### src/hw/rtl/wls_pkg.sv
package wls_pkg;

  localparam int VAL_W    = 24;
  localparam int IDX_W    = 11;
  localparam int KIND_W   = 3;
  localparam int CELLS_W  = 11;
  localparam int COEF_W   = 17;
  localparam int STEPS_W  = 16;
  localparam int CFG_W    = 17;
  localparam int CFG_IDX_W = 2;

  localparam int MAX_CELLS_DEF = 1024;

  localparam logic [COEF_W-1:0]  COEF_MAX    = 17'd65536;
  localparam logic [CELLS_W-1:0] CELLS_RST   = 11'd1024;
  localparam logic [COEF_W-1:0]  COEF_RST    = 17'd65536;
  localparam logic [STEPS_W-1:0] STEPS_RST   = 16'd308;

  localparam logic [KIND_W-1:0] KIND_WR_P = 3'd0;
  localparam logic [KIND_W-1:0] KIND_WR_U = 3'd1;
  localparam logic [KIND_W-1:0] KIND_RUN  = 3'd2;
  localparam logic [KIND_W-1:0] KIND_RD_P = 3'd3;
  localparam logic [KIND_W-1:0] KIND_RD_U = 3'd4;

  localparam logic [CFG_IDX_W-1:0] CFG_CELL_COUNT = 2'd0;
  localparam logic [CFG_IDX_W-1:0] CFG_STEP_COEFF = 2'd1;
  localparam logic [CFG_IDX_W-1:0] CFG_STEP_COUNT = 2'd2;

  typedef struct packed {
    logic              wr_p;
    logic              wr_u;
    logic              step_p;
    logic              step_u;
    logic              rd_load;
    logic              rd_sel_u;
    logic              rd_shift;
    logic [IDX_W-1:0]  idx;
    logic [VAL_W-1:0]  value;
  } cmd_t;

  // old + floor(k * (hi - lo) / 2^16), saturated to 24 bits
  function automatic logic [VAL_W-1:0] leap(input logic [VAL_W-1:0] old_v,
                                            input logic [VAL_W-1:0] hi,
                                            input logic [VAL_W-1:0] lo,
                                            input logic [COEF_W-1:0] k);
    logic signed [VAL_W:0]   diff;
    logic signed [COEF_W:0]  k_s;
    logic signed [42:0]      prod;
    logic signed [26:0]      sum;
    diff = $signed({hi[VAL_W-1], hi}) - $signed({lo[VAL_W-1], lo});
    k_s  = $signed({1'b0, k});
    prod = diff * k_s;
    sum  = $signed({{3{old_v[VAL_W-1]}}, old_v}) + $signed(prod[42:16]);
    if (sum > 27'sd8388607) begin
      return 24'h7FFFFF;
    end else if (sum < -27'sd8388608) begin
      return 24'h800000;
    end
    return sum[VAL_W-1:0];
  endfunction

endpackage

### src/hw/rtl/wls_cell.sv
module wls_cell #(
  parameter int IDX = 0,
  parameter int NW  = 11
) (
  input  logic                          clk,
  input  wls_pkg::cmd_t                 cmd,
  input  logic [NW-1:0]                 n_cells,
  input  logic [wls_pkg::COEF_W-1:0]    k,
  input  logic [wls_pkg::VAL_W-1:0]     u_right,
  input  logic [wls_pkg::VAL_W-1:0]     p_left,
  input  logic [wls_pkg::VAL_W-1:0]     rd_right,
  output logic [wls_pkg::VAL_W-1:0]     p,
  output logic [wls_pkg::VAL_W-1:0]     u,
  output logic [wls_pkg::VAL_W-1:0]     rd
);

  logic [wls_pkg::VAL_W-1:0] p_r;
  logic [wls_pkg::VAL_W-1:0] u_r;
  logic [wls_pkg::VAL_W-1:0] rd_r;
  logic                      hit;
  logic                      en_p;
  logic                      en_u;

  assign hit  = (32'(cmd.idx) == IDX);
  assign en_p = (IDX < 32'(n_cells));
  assign en_u = en_p && (IDX >= 1);

  always_ff @(posedge clk) begin
    if (cmd.wr_p && hit) begin
      p_r <= cmd.value;
    end else if (cmd.step_p && en_p) begin
      p_r <= wls_pkg::leap(p_r, u_right, u_r, k);
    end

    if (cmd.wr_u && hit) begin
      u_r <= cmd.value;
    end else if (cmd.step_u && en_u) begin
      u_r <= wls_pkg::leap(u_r, p_r, p_left, k);
    end

    if (cmd.rd_load) begin
      rd_r <= cmd.rd_sel_u ? u_r : p_r;
    end else if (cmd.rd_shift) begin
      rd_r <= rd_right;
    end
  end

  assign p  = p_r;
  assign u  = u_r;
  assign rd = rd_r;

endmodule

### config.mk
export PLATFORM = sky130hd
export DESIGN_NAME = wls_cell
export DESIGN_NICKNAME = d
export VERILOG_FILES = /design/src/hw/rtl/wls_pkg.sv /design/src/hw/rtl/wls_cell.sv
export SDC_FILE = /design/constraint.sdc
export NUM_CORES = 1
export LEC_CHECK = 0
export BUFFER_PORTS_ARGS = -buffer_cell sky130_fd_sc_hd__buf_4
export CORE_MARGIN = 2
export CORE_UTILIZATION = 35
export DETAILED_ROUTE_END_ITERATION = 6
export HOLD_SLACK_MARGIN = 0.1
export SLEW_MARGIN = 10
export SYNTH_ARGS = -nofsm -noshare
export SYNTH_HDL_FRONTEND = slang
export SYNTH_SLANG_ARGS = --single-unit
### constraint.sdc
create_clock -name clk -period 17.6 [get_ports clk]
set_input_delay 3.52 -clock clk [delete_from_list [all_inputs] [get_ports clk]]
set_output_delay 3.52 -clock clk [all_outputs]
set_load 0.01 [all_outputs]
**Yosys cells after proc, flatten, opt, wreduce, memory -nomap -nowiden**

Index checks and enable logic that the tools add are counted.

- Input bits: 143
- Output and inout bits: 72
- Flip-flop bits (word level): 72
- Logic and storage cells: 27

- Reduce and logical (&&, ||, !) cells: 6
- Add/subtract/negate cells: 2
- Magnitude comparators: 3
- Multiply operators: 1
- Multiplexer cells: 12

Operators by type and width:

| cell | count |
|---|---|
| $mux W24 | 8 |
| $mul A25 B18 Y43 | 1 |
| $add A24 B27 Y27 | 1 |
| $gt A27 B24 Y1 const B | 1 |
| $lt A27 B24 Y1 const B | 1 |
| $sub A24 B24 Y25 | 1 |
| $logic_not A11 Y1 | 1 |
| $lt A1 B11 Y1 const A | 1 |
| $mux W1 | 4 |
| $reduce_bool A2 Y1 | 2 |
| $logic_and A1 B1 Y1 | 3 |

**Longest topological paths before layout**

- Depth in word-level cells: 11
- Mapped depth: 47
- Gate-level depth less buffers: 46

**Worst setup path after synthesis**

No wires, ideal clock.

- Path type: input to register
- From: input u_right[0] in the netlist's numbering
- To: register p_r (netlist bit p[12]), data pin
- Data arrival time: 14.062 ns
- Data required time: 17.335 ns
- Library setup time: 0.265 ns
- Stages: 45
- Path slack: 3.273 ns
- Buffers on the path: 2
- Path through: inv_1 > ha_1 > fa_1 > nor2b_1 > o21ai_0 > a21boi_1 > o21ai_0 > a21boi_0 > o21a_1 > o21a_1 > o21ai_0 > a211oi_1 > clkbuf_1 > nand2_1 > fa_1 > inv_1 > fa_1 > fa_1 > [... 9 more ...] > o2111a_1 > o41ai_1 > a21oi_1 > o21ai_0 > a21oi_1 > xnor2_1 > ha_1 > and3_4 > a221oi_4 > o21ai_1 > a211oi_2 > a21oi_4 > a41oi_2 > o21ai_1 > xnor3_2 > a31oi_2 > buf_2 > o22ai_2

- Cells in the longest elaborated chain, start to end: 11
- Elaborated cells on any way between the ends: 13
- Classes of those cells: add/sub: 2; mul: 1; order compare: 2; mux: 8

RTL lines:

| element | line | text |
|---|---|---|
| start: declaration | wls_cell.sv:9 | `input logic [wls_pkg::VAL_W-1:0] u_right,` |
| $sub A24 B24 Y25 * | wls_pkg.sv:50 | `diff = $signed({hi[VAL_W-1], hi}) - $signed({lo[VAL_W-1], lo});` |
| $mul A25 B18 Y43 * | wls_pkg.sv:52 | `prod = diff * k_s;` |
| $add A24 B27 Y27 * | wls_pkg.sv:53 | `sum = $signed({{3{old_v[VAL_W-1]}}, old_v}) + $signed(prod[42:16]);` |
| $lt A27 B24 Y1 | wls_pkg.sv:56 | `end else if (sum < -27'sd8388608) begin` |
| $mux W1 | wls_pkg.sv:56 |  |
| $mux W1 | wls_pkg.sv:54 | `if (sum > 27'sd8388607) begin` |
| $mux W1 | wls_cell.sv:31 | `end else if (cmd.step_p && en_p) begin` |
| $mux W1 | wls_cell.sv:29 | `if (cmd.wr_p && hit) begin` |
| $mux W24 * | wls_pkg.sv:59 | `return sum[VAL_W-1:0];` |
| $mux W24 * | wls_cell.sv:31 |  |
| $mux W24 * | wls_cell.sv:29 |  |
| end signal: assignment | wls_cell.sv:30 | `p_r <= cmd.value;` |
| end signal: assignment | wls_cell.sv:32 | `p_r <= wls_pkg::leap(p_r, u_right, u_r, k);` |
| end: declaration | wls_cell.sv:17 | `logic [wls_pkg::VAL_W-1:0] p_r;` |

Mark *: on every way between the ends. The rest lies on a longest branch, timed or not. The select of a mux whose other input is x is not followed.
A chain may end at the register's enable or synchronous reset.

**Final worst setup path**

- From: input u_right[1] in the netlist's numbering
- To: register p_r (netlist bit p[2]), data pin

The elaborated chain is that of the path after synthesis.

==> qor.csv <==
metric,value,unit
cpPeakStageDelay,1.11,ns
avgViaCountPerCell,5.166,
period_needed,16.31,ns
clkSinkCount,72,
crit_arrival,16.34,ns
rsz0062_at_grt,false,
cts_hold_buf,0,
tritoncts,yes,
cts_resized,0,
port-buffer-count,189,
syn-num-nets,3093,
slew_viol_final,0,
grt-ovfl-total,0,
yosys_most_used_dff,edfxtp_1,
hold_viol,0,
hpwl,49.47,mm
ant_nets,0,
status,"complete, no violations",
globalplace.congestion,0.8719,
drt_iter0_drc,1211,
setup_viol,0,
die_w,251.1,microns
worst_ep_required_time,17.64,ns
synth_warnings,0,
maxSlewHeadroom,0.2338,
wirelength,60.77,mm
multi_input_area,16710,sq um
min_period_over_period,0.9265,
clk_pin_slew,0.06,ns
drc,0,
synth-seq-cells,72,
synth_top_area_cell,fa_1,
cp_max_fo,23,
start_kind,input port,
tns,0,ns
cts_setup_buffers,0,
hold_class,reg2reg,
grt_pass1_wl,97.29,mm
path_class,in2reg,
async_flop_share,0,
synth_cell_types,76,
synthTopCellsByArea,"fa_1 (39%), edfxtp_1 (10%), inv_1 (9.8%), ha_1 (8.9%), and2_1 (4.9%)",
pin_count,215,
cp_common_cell,fa_1,
worstSetupEndpointType,register,
ys_seq_area_frac,0.1012,
coreArea,60360,sq um
synth.top_cell.area_share,0.3896,
track_usage,0.1958,
area_growth,11.70,%
antenna_found_initial,3,
avgRoutedWirePerCell,18.51,microns
synth-edff-count,72,
grt_pass1_vias,17844,
cts_root_buffer,clkbuf_16,
drive_gt1_frac,0.1097,
cpMaxStageDelayCell,o311ai_0,
htreeDepth,3,
clock_path_buffers,2,
rows,90,
start_util,0.3541,
layout.nets,3204,
max_freq,0.06133,GHz
fill_cells,6047,
insertion_delay,0.33,ns
chipHeight,251.1,microns
syn_area_per_cell,8.973,sq um
synth_area,21370,sq um
fin_worst_skew,0.005280,ns
tightest_slew,1.146,ns
vias,16955,
layout.area.seq,2162,sq um
grt_max_degree,50,
drtPass1Iterations,7,
drv_cap,0,
fp.dieArea,63060,sq um
syn_inst,2382,
cts_buffers,9,
[per-stage QoR]
stage	worst slack (ns)	hold slack, ns	cells	util	cell area (sq um)
floorplan	3.273	0.7111	2382	-	21370
global placement	1.328	0.6849	3264	0.3903	23560
detailed placement	1.155	0.6867	3264	0.3903	23560
CTS	1.445	0.6980	3280	0.3955	23870
global route	0.7229	0.7740	3282	0.3955	23870
finish	1.293	0.6982	3282	0.3955	23870
[routing by layer]
| metal | wire [microns] | track usage | part of all wire | up-vias |
|---|---|---|---|---|
| met1 | 25640 | 0.2562 | 0.42 | 8683 |
| met5 | 0 | 0 | 0 | - |
| met3 | 3280 | 0.02578 | 0.054 | 88 |
| met2 | 30500 | 0.3440 | 0.50 | 518 |
| met4 | 1343 | 0.04507 | 0.022 | 0 |
| li1 | - | - | - | 7666 |
[placed cells by master (no fill, tap or decap), drive strengths merged, types with 17 or more instances in the layout]
cell type	n
nand2	198
buf	216
nor2b	23
o22ai	33
o21ai	54
nand3	66
inv	556
edfxtp	72
o311ai	19
nand2b	22
mux2i	25
o21a	17
and2	168
nor3	22
xnor2	52
fa	416
ha	152
and3	35
a21o	22
a21oi	84
nor2	101
[sequential cells by signal, summed over array words and instances, names as in the netlist]
| name | cells |
|---|---|
| rd | 24 |
| p | 24 |
| u | 24 |
[path summary, 6_finish.rpt]
| path | start | end | slack, ns | cells after the start |
|---|---|---|---|---|
| setup / recovery | u_right[1] | p[2] | 1.29 | 41 |
| hold / removal | u[19] | rd[19] | 0.70 | 2 |
| setup reg to reg | u[1] | p[2] | 3.97 | 41 |
| hold reg to reg | u[19] | rd[19] | 0.70 | 2 |
[final cells by class]
class                           instances  area share
Multi-Input combinational cell       1638      0.6999
Clock buffer                            9    0.009433
Tap cell                              782     0.04098
Clock inverter                          7    0.003616
Sequential cell                        72     0.09056
Antenna cell                            2   0.0002096
Timing Repair Buffer                  216     0.06792
Inverter                              556     0.08742
[cells in the mapped netlist (13+ instances only)]
master and instances:
nor2_1 101, nand3_1 66, o311ai_0 17, xor2_1 15, o22ai_2 19, fa_1 416
nand2_1 198, and2_1 168, a21o_1 22, mux2i_1 25, and3_1 34, edfxtp_1 72
o21ai_0 48, ha_1 152, nor3_1 22, a31oi_1 13, nor2b_1 22, inv_1 556
xnor2_1 52, o21a_1 17, clkbuf_1 108, nand2b_1 22, o22ai_1 14, a21oi_1 82
[critical path: cells and delay by family]
family | cells | cell delay [ns]
xor+xnor | 2 | 0.24
fa+ha+maj | 9 | 3.91
simple gates | 9 | 2.03
compound gates | 18 | 6.38
buf+inv | 3 | 0.20
[cells by family (layout without fill, tap and decap cells)]
family | after synthesis | in the layout | share of synthesized area
other | 0 | 2 | 0
flip-flops | 72 | 72 | 0.1012
AO/OA/AOI/OAI | 314 | 314 | 0.1052
multiplexers | 25 | 25 | 0.01171
adder cells (fa/ha/maj) | 568 | 568 | 0.4786
AND/OR/NAND/NOR | 663 | 663 | 0.1557
XOR/XNOR | 68 | 68 | 0.02857
buffers and inverters | 672 | 788 | 0.1190
Power is left out: the tool's default activity adds up to more than one toggle a clock period on the data nets, which glitch-free logic cannot reach.
